**config.mk**
```make
export PLATFORM = sky130hd
export DESIGN_NAME = ultrasonic_range_controller_flat
export DESIGN_NICKNAME = d
export VERILOG_FILES = /design/src/hdl/urc_pkg.sv /design/src/hdl/urc_in_if.sv /design/src/hdl/urc_out_if.sv /design/src/hdl/urc_cfg_if.sv /design/src/hdl/urc_seq.sv /design/src/hdl/urc_conv.sv /design/src/hdl/ultrasonic_range_controller.sv /design/src/flat_wrapper.sv
export VERILOG_INCLUDE_DIRS = /design/src /design/src/hdl
export SDC_FILE = /design/constraint.sdc
export NUM_CORES = 2
export LEC_CHECK = 0
export BUFFER_PORTS_ARGS = -buffer_cell sky130_fd_sc_hd__buf_2
export CAP_MARGIN = 40
export CORE_MARGIN = 5
export CORE_UTILIZATION = 25
export CTS_CLUSTER_SIZE = 12
export DETAILED_ROUTE_END_ITERATION = 16
export GPL_TIMING_DRIVEN = 0
export PLACE_DENSITY = 0.51
export SLEW_MARGIN = 20
export SYNTH_ARGS = -nofsm -noshare
export SYNTH_HDL_FRONTEND = slang
export SYNTH_HIERARCHICAL = 1
export SYNTH_SLANG_ARGS = --single-unit
```
**constraint.sdc**
```tcl
create_clock -name clk -period 10.2 [get_ports clk]
set_input_delay 1.53 -clock clk [delete_from_list [all_inputs] [get_ports clk]]
set_output_delay 1.53 -clock clk [all_outputs]
set_load 0.02 [all_outputs]
```
**src/hdl/ultrasonic_range_controller_defines.svh**
```systemverilog
// Assertion helpers shared by the RTL of the ultrasonic range controller.
// Every macro samples on clk and is disabled while rst_n is low, so it is
// used only inside modules that have those two ports.
`ifndef ULTRASONIC_RANGE_CONTROLLER_DEFINES_SVH
`define ULTRASONIC_RANGE_CONTROLLER_DEFINES_SVH

// Same-cycle implication.
`define URC_ASSERT_IMP(lbl, ante, cons, msg) \
  lbl: assert property (@(posedge clk) disable iff (!rst_n) (ante) |-> (cons)) else $error(msg);

// Implication checked on the following clock.
`define URC_ASSERT_NEXT(lbl, ante, cons, msg) \
  lbl: assert property (@(posedge clk) disable iff (!rst_n) (ante) |=> (cons)) else $error(msg);

`endif

```
**src/hdl/urc_pkg.sv**
```systemverilog
`timescale 1ns / 1ps

package urc_pkg;

  // Counter width default and the width used for mixed-width compares.
  localparam int COUNT_BITS_DEF = 24;
  localparam int CMP_W          = 32;

  // Register and field widths.
  localparam int TRIG_W     = 16;
  localparam int TMO_W      = 24;
  localparam int SPEED_W    = 20;
  localparam int MM_W       = 16;
  localparam int CM_W       = 13;
  localparam int CFG_IDX_W  = 3;
  localparam int CFG_DATA_W = 24;

  // Register reset values.
  localparam logic [TRIG_W-1:0]  TRIG_PULSE_RST = 16'd10;
  localparam logic [TMO_W-1:0]   ECHO_TMO_RST   = 24'd30000;
  localparam logic [SPEED_W-1:0] SPEED_RST      = 20'd34300;
  localparam logic [MM_W-1:0]    RANGE_MIN_RST  = 16'd20;
  localparam logic [MM_W-1:0]    RANGE_MAX_RST  = 16'd4000;

  // Ticks the trigger is held low before the pulse.
  localparam int PRELOW_TICKS = 2;

  // width*speed/200000 is done as ((p >> 6) / 3125), the division by 3125
  // as a multiply by floor(2^40/3125) followed by one correction step.
  localparam int MM_SHIFT    = 6;
  localparam int MM_ODD      = 3125;
  localparam int RECIP_SHIFT = 40;
  localparam int RECIP_W     = 29;
  localparam int X_W         = 28;
  localparam int QP_W        = X_W + RECIP_W;
  localparam logic [RECIP_W-1:0] MM_RECIP = 29'd351843720;

  // Smallest product that gives a distance above the 16-bit maximum.
  localparam logic [63:0]     SAT_LIMIT = 64'd13107200000;
  localparam logic [MM_W-1:0] MM_MAX    = 16'hFFFF;

  // mm / 10 as (mm * 52429) >> 19, exact over the whole 16-bit range.
  localparam int CM_PROD_W = 32;
  localparam int CM_SHIFT  = 19;
  localparam logic [MM_W-1:0] CM_RECIP = 16'd52429;

  typedef enum logic [2:0] {
    PH_IDLE,
    PH_PRELOW,
    PH_TRIG,
    PH_RISE,
    PH_WIDTH
  } phase_t;

  typedef enum logic [1:0] {
    ST_OK      = 2'd0,
    ST_TIMEOUT = 2'd1,
    ST_RANGE   = 2'd2
  } status_t;

  typedef enum logic [CFG_IDX_W-1:0] {
    CFG_TRIG_PULSE = 3'd0,
    CFG_ECHO_TMO   = 3'd1,
    CFG_SPEED      = 3'd2,
    CFG_RANGE_MIN  = 3'd3,
    CFG_RANGE_MAX  = 3'd4
  } cfg_idx_t;

  // Per-item flags produced by the sequencer.
  typedef struct packed {
    logic trigger;
    logic busy;
    logic done;
    logic fin_width;
  } seq_flags_t;

  typedef struct packed {
    logic [TMO_W-1:0]  echo_timeout;
    logic [TRIG_W-1:0] trigger_pulse;
  } seq_cfg_t;

  typedef struct packed {
    logic [SPEED_W-1:0] speed;
    logic [MM_W-1:0]    range_min;
    logic [MM_W-1:0]    range_max;
  } conv_cfg_t;

  // Item leaving the conversion pipeline.
  typedef struct packed {
    seq_flags_t      flags;
    status_t         status;
    logic [MM_W-1:0] mm;
  } conv_res_t;

endpackage

```
**src/hdl/urc_in_if.sv**
```systemverilog
`timescale 1ns / 1ps

interface urc_in_if;
  logic valid;
  logic ready;
  logic cmd;
  logic echo_level;

  modport source (output valid, output cmd, output echo_level, input ready);
  modport sink (input valid, input cmd, input echo_level, output ready);
endinterface

```
**src/hdl/urc_out_if.sv**
```systemverilog
`timescale 1ns / 1ps

interface urc_out_if;
  logic                        valid;
  logic                        ready;
  logic                        trigger_level;
  logic                        busy_res;
  logic                        done_res;
  logic [1:0]                  result_status;
  logic [urc_pkg::MM_W-1:0]    meas_mm;
  logic [urc_pkg::CM_W-1:0]    meas_cm;

  modport source (
    output valid, output trigger_level, output busy_res, output done_res,
    output result_status, output meas_mm, output meas_cm,
    input ready
  );
  modport sink (
    input valid, input trigger_level, input busy_res, input done_res,
    input result_status, input meas_mm, input meas_cm,
    output ready
  );
endinterface

```
**src/hdl/urc_cfg_if.sv**
```systemverilog
`timescale 1ns / 1ps

interface urc_cfg_if;
  logic                            valid;
  logic                            ready;
  logic [urc_pkg::CFG_IDX_W-1:0]   index;
  logic [urc_pkg::CFG_DATA_W-1:0]  data;

  modport source (output valid, output index, output data, input ready);
  modport sink (input valid, input index, input data, output ready);
endinterface

```
**src/hdl/urc_seq.sv**
```systemverilog
`timescale 1ns / 1ps
`include "ultrasonic_range_controller_defines.svh"

// Measurement sequencer: advances phase and tick counter on every accepted
// transaction and registers the item's flags and the finished echo width.
module urc_seq #(
  parameter int COUNT_BITS = urc_pkg::COUNT_BITS_DEF
) (
  input  logic                   clk,
  input  logic                   rst_n,
  input  logic                   in_valid,
  output logic                   in_ready,
  input  logic                   cmd,
  input  logic                   echo_level,
  input  urc_pkg::seq_cfg_t      cfg,
  output logic                   v_o,
  output urc_pkg::seq_flags_t    flags_o,
  output logic [COUNT_BITS-1:0]  width_o,
  input  logic                   rdy_i
);

  localparam logic [COUNT_BITS-1:0] CNT_MAX = '1;

  urc_pkg::phase_t       phase_r, phase_nxt;
  logic [COUNT_BITS-1:0] cnt_r, cnt_nxt, cnt_inc;
  logic [urc_pkg::CMP_W-1:0] cnt_inc_x;
  logic                  expired_inc, expired_one;
  logic                  acc;
  logic                  v_r;
  urc_pkg::seq_flags_t   flags_r, flags_nxt;
  logic [COUNT_BITS-1:0] width_r;

  assign in_ready = !v_r || rdy_i;
  assign acc      = in_valid && in_ready;

  assign cnt_inc     = (cnt_r == CNT_MAX) ? CNT_MAX : cnt_r + 1'b1;
  assign cnt_inc_x   = urc_pkg::CMP_W'(cnt_inc);
  assign expired_inc = (cnt_inc_x >= urc_pkg::CMP_W'(cfg.echo_timeout)) ||
                       (cnt_inc == CNT_MAX);
  assign expired_one = cfg.echo_timeout <= urc_pkg::TMO_W'(1);

  always_comb begin
    phase_nxt           = phase_r;
    cnt_nxt             = cnt_r;
    flags_nxt.done      = 1'b0;
    flags_nxt.fin_width = 1'b0;
    if (cmd) begin
      if (phase_r == urc_pkg::PH_IDLE) begin
        phase_nxt = urc_pkg::PH_PRELOW;
        cnt_nxt   = '0;
      end
    end else begin
      unique case (phase_r)
        urc_pkg::PH_PRELOW: begin
          cnt_nxt = cnt_inc;
          if (cnt_inc_x >= urc_pkg::CMP_W'(urc_pkg::PRELOW_TICKS)) begin
            phase_nxt = urc_pkg::PH_TRIG;
            cnt_nxt   = '0;
          end
        end
        urc_pkg::PH_TRIG: begin
          cnt_nxt = cnt_inc;
          if (cnt_inc_x >= urc_pkg::CMP_W'(cfg.trigger_pulse)) begin
            phase_nxt = urc_pkg::PH_RISE;
            cnt_nxt   = '0;
          end
        end
        urc_pkg::PH_RISE: begin
          if (echo_level) begin
            phase_nxt = urc_pkg::PH_WIDTH;
            cnt_nxt   = COUNT_BITS'(1);
            if (expired_one) begin
              phase_nxt      = urc_pkg::PH_IDLE;
              cnt_nxt        = '0;
              flags_nxt.done = 1'b1;
            end
          end else begin
            cnt_nxt = cnt_inc;
            if (expired_inc) begin
              phase_nxt      = urc_pkg::PH_IDLE;
              cnt_nxt        = '0;
              flags_nxt.done = 1'b1;
            end
          end
        end
        urc_pkg::PH_WIDTH: begin
          if (!echo_level) begin
            phase_nxt           = urc_pkg::PH_IDLE;
            cnt_nxt             = '0;
            flags_nxt.done      = 1'b1;
            flags_nxt.fin_width = 1'b1;
          end else begin
            cnt_nxt = cnt_inc;
            if (expired_inc) begin
              phase_nxt      = urc_pkg::PH_IDLE;
              cnt_nxt        = '0;
              flags_nxt.done = 1'b1;
            end
          end
        end
        default: begin
          phase_nxt = urc_pkg::PH_IDLE;
          cnt_nxt   = '0;
        end
      endcase
    end
    flags_nxt.trigger = (phase_nxt == urc_pkg::PH_TRIG);
    flags_nxt.busy    = (phase_nxt != urc_pkg::PH_IDLE);
  end

  always_ff @(posedge clk) begin
    if (!rst_n) begin
      phase_r <= urc_pkg::PH_IDLE;
      cnt_r   <= '0;
    end else if (acc) begin
      phase_r <= phase_nxt;
      cnt_r   <= cnt_nxt;
    end
  end

  always_ff @(posedge clk) begin
    if (!rst_n) begin
      v_r <= 1'b0;
    end else if (in_ready) begin
      v_r <= in_valid;
    end
  end

  // The width is the count before the closing tick.
  always_ff @(posedge clk) begin
    if (acc) begin
      flags_r <= flags_nxt;
      width_r <= cnt_r;
    end
  end

  assign v_o     = v_r;
  assign flags_o = flags_r;
  assign width_o = width_r;

  `URC_ASSERT_IMP(a_idle_count_clear, phase_r == urc_pkg::PH_IDLE, cnt_r == '0, "idle with nonzero tick count")
  `URC_ASSERT_NEXT(a_start_enters_prelow, acc && cmd && phase_r == urc_pkg::PH_IDLE, phase_r == urc_pkg::PH_PRELOW, "start did not begin a measurement")
  `URC_ASSERT_IMP(a_done_ends_busy, acc && flags_nxt.done, phase_r != urc_pkg::PH_IDLE && !flags_nxt.busy, "done outside a running measurement")

endmodule

```
**src/hdl/urc_conv.sv**
```systemverilog
`timescale 1ns / 1ps

// Three-stage width to distance pipeline: product, reciprocal multiply,
// quotient correction with saturation and range check.
module urc_conv #(
  parameter int COUNT_BITS = urc_pkg::COUNT_BITS_DEF
) (
  input  logic                   clk,
  input  logic                   rst_n,
  input  logic                   v_i,
  output logic                   rdy_o,
  input  urc_pkg::seq_flags_t    flags_i,
  input  logic [COUNT_BITS-1:0]  width_i,
  input  urc_pkg::conv_cfg_t     cfg,
  output logic                   v_o,
  output urc_pkg::conv_res_t     res_o,
  input  logic                   rdy_i
);

  localparam int PW = COUNT_BITS + urc_pkg::SPEED_W;
  localparam logic [PW-1:0] SAT_LIM = PW'(urc_pkg::SAT_LIMIT);

  logic rdy2, rdy3, rdy4;

  // Stage 2: width times speed.
  logic                 v2_r;
  urc_pkg::seq_flags_t  flags2_r;
  logic [PW-1:0]        prod2_r;

  // Stage 3: divide the product by 64, then multiply by the reciprocal of 3125.
  logic                     v3_r;
  urc_pkg::seq_flags_t      flags3_r;
  logic                     sat3_r;
  logic [urc_pkg::X_W-1:0]  x3_r;
  logic [urc_pkg::QP_W-1:0] qp3_r;
  logic [urc_pkg::X_W-1:0]  x3_nxt;

  // Stage 4: correct the estimate and check the range.
  logic                     v4_r;
  urc_pkg::conv_res_t       res4_r, res4_nxt;
  logic [urc_pkg::MM_W-1:0] q_est, q_fix, mm;
  logic [urc_pkg::X_W-1:0]  back, rem;

  assign rdy2  = !v2_r || rdy3;
  assign rdy3  = !v3_r || rdy4;
  assign rdy4  = !v4_r || rdy_i;
  assign rdy_o = rdy2;

  always_ff @(posedge clk) begin
    if (!rst_n) begin
      v2_r <= 1'b0;
      v3_r <= 1'b0;
      v4_r <= 1'b0;
    end else begin
      if (rdy2) v2_r <= v_i;
      if (rdy3) v3_r <= v2_r;
      if (rdy4) v4_r <= v3_r;
    end
  end

  always_ff @(posedge clk) begin
    if (v_i && rdy2) begin
      flags2_r <= flags_i;
      prod2_r  <= PW'(width_i) * PW'(cfg.speed);
    end
  end

  assign x3_nxt = prod2_r[urc_pkg::MM_SHIFT +: urc_pkg::X_W];

  always_ff @(posedge clk) begin
    if (v2_r && rdy3) begin
      flags3_r <= flags2_r;
      sat3_r   <= prod2_r >= SAT_LIM;
      x3_r     <= x3_nxt;
      qp3_r    <= urc_pkg::QP_W'(x3_nxt) * urc_pkg::QP_W'(urc_pkg::MM_RECIP);
    end
  end

  // The estimate is the true quotient or one below it.
  assign q_est = qp3_r[urc_pkg::RECIP_SHIFT +: urc_pkg::MM_W];
  assign back  = urc_pkg::X_W'(q_est) * urc_pkg::X_W'(urc_pkg::MM_ODD);
  assign rem   = x3_r - back;
  assign q_fix = q_est + urc_pkg::MM_W'(rem >= urc_pkg::X_W'(urc_pkg::MM_ODD));
  assign mm    = sat3_r ? urc_pkg::MM_MAX : q_fix;

  always_comb begin
    res4_nxt.flags = flags3_r;
    if (!flags3_r.fin_width) begin
      res4_nxt.status = urc_pkg::ST_TIMEOUT;
      res4_nxt.mm     = '0;
    end else if (mm < cfg.range_min || mm > cfg.range_max) begin
      res4_nxt.status = urc_pkg::ST_RANGE;
      res4_nxt.mm     = '0;
    end else begin
      res4_nxt.status = urc_pkg::ST_OK;
      res4_nxt.mm     = mm;
    end
  end

  always_ff @(posedge clk) begin
    if (v3_r && rdy4) begin
      res4_r <= res4_nxt;
    end
  end

  assign v_o   = v4_r;
  assign res_o = res4_r;

endmodule

```
**src/hdl/ultrasonic_range_controller.sv**
```systemverilog
// Ultrasonic range controller for an HC-SR04 style sensor. Every input
// transaction is either a start command or one microsecond tick carrying the
// sampled echo pin level, and every input transaction yields exactly one
// result transaction, in order, giving the trigger pin level, the busy flag,
// a done flag on the item that ends a measurement, and the status and
// distance of the latest finished measurement in millimetres and
// centimetres. The block takes one transaction per clock while the sink takes
// results: the sequencer updates its phase and tick counter in the cycle an
// item is accepted, and the width to distance conversion runs as a pipeline
// behind it, so each result passes the sequencer register, the conversion
// stages and the output register; these stages keep taking items while a
// result waits at the output, until they are full. Configuration registers
// are written through the cfg port, which is always ready; writes should be
// made while no measurement is running and no result is still in flight.
`timescale 1ns / 1ps

module ultrasonic_range_controller #(
  parameter int COUNT_BITS = urc_pkg::COUNT_BITS_DEF
) (
  input  logic       clk,
  input  logic       rst_n,
  urc_in_if.sink     in_if,
  urc_out_if.source  out_if,
  urc_cfg_if.sink    cfg_if
);

  // Configuration registers.
  logic [urc_pkg::TRIG_W-1:0]  trig_pulse_r;
  logic [urc_pkg::TMO_W-1:0]   echo_tmo_r;
  logic [urc_pkg::SPEED_W-1:0] speed_r;
  logic [urc_pkg::MM_W-1:0]    range_min_r;
  logic [urc_pkg::MM_W-1:0]    range_max_r;

  urc_pkg::seq_cfg_t  seq_cfg;
  urc_pkg::conv_cfg_t conv_cfg;

  logic                  seq_v, seq_rdy;
  urc_pkg::seq_flags_t   seq_flags;
  logic [COUNT_BITS-1:0] seq_width;

  logic               conv_v, conv_rdy;
  urc_pkg::conv_res_t conv_res;

  // Output stage and the remembered result of the last measurement.
  logic                     out_v_r;
  urc_pkg::seq_flags_t      out_flags_r;
  urc_pkg::status_t         out_status_r, last_status_r, status_sel;
  logic [urc_pkg::MM_W-1:0] out_mm_r, last_mm_r, mm_sel;
  logic [urc_pkg::CM_W-1:0] out_cm_r, cm_sel;
  logic [urc_pkg::CM_PROD_W-1:0] cm_prod;

  // The configuration port never stalls.
  assign cfg_if.ready = 1'b1;

  always_ff @(posedge clk) begin
    if (!rst_n) begin
      trig_pulse_r <= urc_pkg::TRIG_PULSE_RST;
      echo_tmo_r   <= urc_pkg::ECHO_TMO_RST;
      speed_r      <= urc_pkg::SPEED_RST;
      range_min_r  <= urc_pkg::RANGE_MIN_RST;
      range_max_r  <= urc_pkg::RANGE_MAX_RST;
    end else if (cfg_if.valid) begin
      // Indexes beyond the register list are dropped.
      unique case (urc_pkg::cfg_idx_t'(cfg_if.index))
        urc_pkg::CFG_TRIG_PULSE: trig_pulse_r <= cfg_if.data[urc_pkg::TRIG_W-1:0];
        urc_pkg::CFG_ECHO_TMO:   echo_tmo_r   <= cfg_if.data[urc_pkg::TMO_W-1:0];
        urc_pkg::CFG_SPEED:      speed_r      <= cfg_if.data[urc_pkg::SPEED_W-1:0];
        urc_pkg::CFG_RANGE_MIN:  range_min_r  <= cfg_if.data[urc_pkg::MM_W-1:0];
        urc_pkg::CFG_RANGE_MAX:  range_max_r  <= cfg_if.data[urc_pkg::MM_W-1:0];
        default: begin
        end
      endcase
    end
  end

  assign seq_cfg.echo_timeout  = echo_tmo_r;
  assign seq_cfg.trigger_pulse = trig_pulse_r;
  assign conv_cfg.speed        = speed_r;
  assign conv_cfg.range_min    = range_min_r;
  assign conv_cfg.range_max    = range_max_r;

  // Phase and tick counting; the first pipeline register sits inside.
  urc_seq #(
    .COUNT_BITS (COUNT_BITS)
  ) u_seq (
    .clk        (clk),
    .rst_n      (rst_n),
    .in_valid   (in_if.valid),
    .in_ready   (in_if.ready),
    .cmd        (in_if.cmd),
    .echo_level (in_if.echo_level),
    .cfg        (seq_cfg),
    .v_o        (seq_v),
    .flags_o    (seq_flags),
    .width_o    (seq_width),
    .rdy_i      (seq_rdy)
  );

  // Echo width to millimetres, saturation and range check.
  urc_conv #(
    .COUNT_BITS (COUNT_BITS)
  ) u_conv (
    .clk     (clk),
    .rst_n   (rst_n),
    .v_i     (seq_v),
    .rdy_o   (seq_rdy),
    .flags_i (seq_flags),
    .width_i (seq_width),
    .cfg     (conv_cfg),
    .v_o     (conv_v),
    .res_o   (conv_res),
    .rdy_i   (conv_rdy)
  );

  // A finishing item replaces the remembered result; any other item repeats
  // it. Error results carry a zero distance, so the remembered distance is
  // cleared by them as well.
  assign status_sel = conv_res.flags.done ? conv_res.status : last_status_r;
  assign mm_sel     = conv_res.flags.done ? conv_res.mm : last_mm_r;
  assign cm_prod    = urc_pkg::CM_PROD_W'(mm_sel) * urc_pkg::CM_PROD_W'(urc_pkg::CM_RECIP);
  assign cm_sel     = cm_prod[urc_pkg::CM_SHIFT +: urc_pkg::CM_W];

  // The output register holds a result until the sink takes it, while the
  // stages behind it keep filling.
  assign conv_rdy = !out_v_r || out_if.ready;

  always_ff @(posedge clk) begin
    if (!rst_n) begin
      out_v_r       <= 1'b0;
      last_status_r <= urc_pkg::ST_OK;
      last_mm_r     <= '0;
    end else if (conv_rdy) begin
      out_v_r <= conv_v;
      if (conv_v) begin
        last_status_r <= status_sel;
        last_mm_r     <= mm_sel;
      end
    end
  end

  always_ff @(posedge clk) begin
    if (conv_v && conv_rdy) begin
      out_flags_r  <= conv_res.flags;
      out_status_r <= status_sel;
      out_mm_r     <= mm_sel;
      out_cm_r     <= cm_sel;
    end
  end

  assign out_if.valid         = out_v_r;
  assign out_if.trigger_level = out_flags_r.trigger;
  assign out_if.busy_res      = out_flags_r.busy;
  assign out_if.done_res      = out_flags_r.done;
  assign out_if.result_status = out_status_r;
  assign out_if.meas_mm       = out_mm_r;
  assign out_if.meas_cm       = out_cm_r;

endmodule
```
**src/flat_wrapper.sv**
```systemverilog
// flat-port wrapper written by rule: the top's interface ports become plain ports
module ultrasonic_range_controller_flat 
#(
  parameter int COUNT_BITS = urc_pkg::COUNT_BITS_DEF
)
  (clk, rst_n, in_if_valid, in_if_cmd, in_if_echo_level, in_if_ready, out_if_valid, out_if_trigger_level, out_if_busy_res, out_if_done_res, out_if_result_status, out_if_meas_mm, out_if_meas_cm, out_if_ready, cfg_if_valid, cfg_if_index, cfg_if_data, cfg_if_ready);
  urc_in_if in_if_i ();
  urc_out_if out_if_i ();
  urc_cfg_if cfg_if_i ();
  input  logic clk;
  input  logic rst_n;
  input wire logic [$bits(in_if_i.valid)-1:0] in_if_valid;
  input wire logic [$bits(in_if_i.cmd)-1:0] in_if_cmd;
  input wire logic [$bits(in_if_i.echo_level)-1:0] in_if_echo_level;
  output wire logic [$bits(in_if_i.ready)-1:0] in_if_ready;
  output wire logic [$bits(out_if_i.valid)-1:0] out_if_valid;
  output wire logic [$bits(out_if_i.trigger_level)-1:0] out_if_trigger_level;
  output wire logic [$bits(out_if_i.busy_res)-1:0] out_if_busy_res;
  output wire logic [$bits(out_if_i.done_res)-1:0] out_if_done_res;
  output wire logic [$bits(out_if_i.result_status)-1:0] out_if_result_status;
  output wire logic [$bits(out_if_i.meas_mm)-1:0] out_if_meas_mm;
  output wire logic [$bits(out_if_i.meas_cm)-1:0] out_if_meas_cm;
  input wire logic [$bits(out_if_i.ready)-1:0] out_if_ready;
  input wire logic [$bits(cfg_if_i.valid)-1:0] cfg_if_valid;
  input wire logic [$bits(cfg_if_i.index)-1:0] cfg_if_index;
  input wire logic [$bits(cfg_if_i.data)-1:0] cfg_if_data;
  output wire logic [$bits(cfg_if_i.ready)-1:0] cfg_if_ready;
  assign in_if_i.valid = in_if_valid;
  assign in_if_i.cmd = in_if_cmd;
  assign in_if_i.echo_level = in_if_echo_level;
  assign in_if_ready = in_if_i.ready;
  assign out_if_valid = out_if_i.valid;
  assign out_if_trigger_level = out_if_i.trigger_level;
  assign out_if_busy_res = out_if_i.busy_res;
  assign out_if_done_res = out_if_i.done_res;
  assign out_if_result_status = out_if_i.result_status;
  assign out_if_meas_mm = out_if_i.meas_mm;
  assign out_if_meas_cm = out_if_i.meas_cm;
  assign out_if_i.ready = out_if_ready;
  assign cfg_if_i.valid = cfg_if_valid;
  assign cfg_if_i.index = cfg_if_index;
  assign cfg_if_i.data = cfg_if_data;
  assign cfg_if_ready = cfg_if_i.ready;
  ultrasonic_range_controller #(.COUNT_BITS(COUNT_BITS)) u_core (.clk(clk), .rst_n(rst_n), .in_if(in_if_i), .out_if(out_if_i), .cfg_if(cfg_if_i));
endmodule
```
==> metrics.md <==
| Metric | Value |
|---|---|
| Run status | `completed` |
| Maximum cell stage delay along the critical path | `0.57 ns` |
| Launching point of the worst reg2reg path | `u_core/u_conv/qp3_r[49]` |
| Area of the die | `0.217 sq mm` |
| Post-route DRC | `0` |
| Clock latency on the worst-skew pair | `0.60 ns` |
| Detailed-router iteration count before antenna repair | `5` |
| CP top delay family | `adder cells` |
| Number of instances resized during post-cts repair | `0` |
| RSZ-0062 raised after global routing | `false` |
| Vertical die dimension | `466 um` |
| CTS sink count | `322` |
| Post-route clock period utilization | `0.904` |
| Hold buffer count at cts | `0` |
| Detailed-route via count | `36700` |
| Via/cell ratio | `4.38` |
| Global-route wire length before repair | `227000 um` |
| Final critical delay including setup and external delays | `9.22 ns` |
| Critical Setup Path Class | `register to register` |
| Count of antenna-violating nets left after detailed routing | `0` |
| Setup crit end kind | `register` |
| Worst min path class | `register to register` |
| H-tree level count | `2` |
| Headroom to the max-slew limit | `0.407` |
| Share of cells above drive strength 1 | `0.0447` |
| Worst Path Required | `10.51 ns` |
| Count of buffers from port buffering | `68` |
| Flop-to-flop setup slack | `0.98 ns` |
| Count of mapped cells out of synthesis | `5417` |
| Critical path's slowest cell | `sky130_fd_sc_hd__edfxtp_1` |
| Maximum clock insertion buffer count | `3` |
| Setup Fix Bufs, Post-CTS | `0` |
| Aggregate routed wire length | `143000 um` |
| Launching instance or port of the critical path | `u_core/u_conv/qp3_r[49]` |
| Starting density of the core | `0.251` |
| Warnings from Yosys | `6` |
| Maximum fanout along the worst path | `10` |
| Terminus of the critical flop-to-flop path | `u_core/u_conv/res_o[13]` |
| Cts bufs inserted | `41` |
| Upper clock frequency limit | `108 MHz` |
| Number of global-route vias before repair | `39200` |
| Count of endpoints failing hold in the final timing report | `0` |
| Sum of negative setup slack | `0 ns` |
| GRT Resource Usage Total | `0.132` |
| Number of cells on the worst reg-to-reg path | `33` |
| Net count of the finished layout | `7226` |
| Final worst clock skew | `0.0204 ns` |
| Average wire length per cell after detail routing | `17.1 um` |
| Largest net degree at the start of global routing | `28` |
| Crit. path cell count | `33` |
| Width of the chip | `466 um` |
| Critical path buffer and inverter count | `5` |
| CTS tree | `done` |
| Total setup violations reported at the end of the flow | `0` |
| Worst Path Arrival | `9.54 ns` |
| Startpoint type of the worst setup path | `register` |
| Cell row count | `167` |
| Core box area | `0.207 sq mm` |
| Clock-pin slew reported for the worst setup and hold paths after clock tree synthesis | `0.07 ns` |
| Number of antenna violations at the first check in global routing | `3` |
| Total gr overflow | `0` |
| Signed area change from the synthesized netlist to the final layout | `11.1%` |
| Max-slew violations | `0` |
| Final estimated routing congestion in global placement | `0.895` |
| Drt first-iter violations | `1959` |
| Max-capacitance violation count | `0` |
| Transition time at the pin with the least slew margin | `0.890 ns` |
| Mean Syn Cell Area | `9.61 sq um` |
| CP endpoint | `u_core/u_conv/res_o[13]` |
| DP Wirelength | `120000 um` |
| Summed instance area of the synthesized netlist | `0.0521 sq mm` |
| Total nets after synthesis | `7080` |
| Cell at the root of the clock tree | `sky130_fd_sc_hd__clkbuf_16` |
| Number of top-level pins | `71` |
==> sequential cells by signal, indices dropped and copies added (netlist names), 2 cells and up <==
signal	cells
u_core/last_mm_r	16
u_core/out_if.result_status	2
u_core/u_seq/phase_r	3
u_core/u_seq/width_o	24
u_core/u_conv/flags3_r	4
u_core/range_max_r	16
u_core/u_seq/flags_o	4
u_core/u_conv/prod2_r	44
u_core/u_conv/qp3_r	16
u_core/out_if.meas_cm	13
u_core/last_status_r	2
u_core/u_seq/cnt_r	24
u_core/u_conv/x3_r	28
u_core/speed_r	20
u_core/trig_pulse_r	16
u_core/out_if.meas_mm	16
u_core/echo_tmo_r	24
u_core/u_conv/res_o	21
u_core/range_min_r	16
u_core/u_conv/flags2_r	4
==> metrics by stage <==
stage	cells	utilization	hold slack [ns]	instance area, sq um	worst slack (ns)
floorplan	5417	-	0.400	52100	2.37
global placement	8273	0.270	0.401	55900	1.08
detailed placement	8304	0.272	0.408	56400	0.997
CTS	8379	0.279	0.421	57800	0.957
global route	8384	0.279	0.422	57800	0.306
finish	8386	0.279	0.419	57800	0.978
==> layout by cell type (no fill, tap or decap), types with 9 or more instances in the layout <==
| cell | count |
|---|---|
| sky130_fd_sc_hd__a21boi_0 | 72 |
| sky130_fd_sc_hd__o21a_1 | 31 |
| sky130_fd_sc_hd__buf_6 | 10 |
| sky130_fd_sc_hd__nand2_1 | 635 |
| sky130_fd_sc_hd__a21o_1 | 67 |
| sky130_fd_sc_hd__a22o_1 | 24 |
| sky130_fd_sc_hd__clkbuf_1 | 160 |
| sky130_fd_sc_hd__dfxtp_1 | 142 |
| sky130_fd_sc_hd__and2_1 | 175 |
| sky130_fd_sc_hd__fa_1 | 829 |
| sky130_fd_sc_hd__a211oi_1 | 16 |
| sky130_fd_sc_hd__a21oi_1 | 142 |
| sky130_fd_sc_hd__a31oi_1 | 15 |
| sky130_fd_sc_hd__nor2b_1 | 29 |
| sky130_fd_sc_hd__nand3_1 | 70 |
| sky130_fd_sc_hd__nor3_1 | 46 |
| sky130_fd_sc_hd__xor2_1 | 43 |
| sky130_fd_sc_hd__o21bai_1 | 21 |
| sky130_fd_sc_hd__buf_2 | 83 |
| sky130_fd_sc_hd__nand4_1 | 41 |
| sky130_fd_sc_hd__mux2i_1 | 26 |
| sky130_fd_sc_hd__o211ai_1 | 21 |
| sky130_fd_sc_hd__o21ai_1 | 12 |
| sky130_fd_sc_hd__nand2b_1 | 25 |
| sky130_fd_sc_hd__o21ai_0 | 61 |
| sky130_fd_sc_hd__or2_2 | 9 |
| sky130_fd_sc_hd__and4_1 | 9 |
| sky130_fd_sc_hd__nor2_1 | 99 |
| sky130_fd_sc_hd__xnor2_1 | 78 |
| sky130_fd_sc_hd__inv_1 | 1284 |
| sky130_fd_sc_hd__and3_1 | 38 |
| sky130_fd_sc_hd__o31ai_1 | 11 |
| sky130_fd_sc_hd__o211a_1 | 13 |
| sky130_fd_sc_hd__clkbuf_16 | 42 |
| sky130_fd_sc_hd__buf_8 | 22 |
| sky130_fd_sc_hd__nor4_1 | 17 |
| sky130_fd_sc_hd__mux2_2 | 10 |
| sky130_fd_sc_hd__edfxtp_1 | 180 |
| sky130_fd_sc_hd__ha_1 | 800 |
==> how the worst min path moves through the flow <==
stage / start / end / slack [ns] / depth (start not counted)
after global placement: u_core/u_seq/flags_o[2] / u_core/u_conv/flags2_r[2] / 0.40 / 0
after floorplan: u_core/u_conv/res_o[20] / u_core/out_if.busy_res / 0.40 / 0
after detailed placement: u_core/u_seq/flags_o[3] / u_core/u_conv/flags2_r[3] / 0.41 / 0
after CTS: u_core/u_seq/flags_o[3] / u_core/u_conv/flags2_r[3] / 0.42 / 0
final: u_core/u_seq/flags_o[3] / u_core/u_conv/flags2_r[3] / 0.42 / 0
after global routing: u_core/u_seq/flags_o[3] / u_core/u_conv/flags2_r[3] / 0.42 / 0
==> worst register-to-register path, delay by kind of cell, from the launching register on <==
| family | cells | cell delay (ns) |
|---|---|---|
| adders and majority gates | 8 | 3.27 |
| and+or+nand+nor | 12 | 2.30 |
| AOI/OAI and AO/OA | 7 | 1.48 |
| buffers and inverters | 5 | 1.12 |
| DFF | 1 | 0.57 |
| xor gates and xnor gates | 1 | 0.20 |
==> final cells by class <==
class | instances | area, sq um
clock buffers | 54 | 1130
clock inverters | 21 | 234
inverters | 1285 | 4820
plain buffers | 178 | 739
diodes | 3 | 7.51
well taps | 2788 | 3490
repair buffers | 103 | 890
multi-input cells | 3632 | 38300
flip-flops and latches | 322 | 8250
fillers | 22000 | 149000
==> layer usage <==
| layer | wire (um) | GRT usage | vias to the layer above |
|---|---|---|---|
| li1 | - | - | 17400 |
| met1 | 66500 | 0.184 | 18500 |
| met2 | 67400 | 0.221 | 705 |
| met3 | 5530 | 0.0133 | 157 |
| met4 | 3720 | 0.0315 | 0 |
| met5 | 0 | 0 | - |
Power is not shown: default switching activity piles up to over one toggle a cycle in this logic, so the estimate is an artifact.
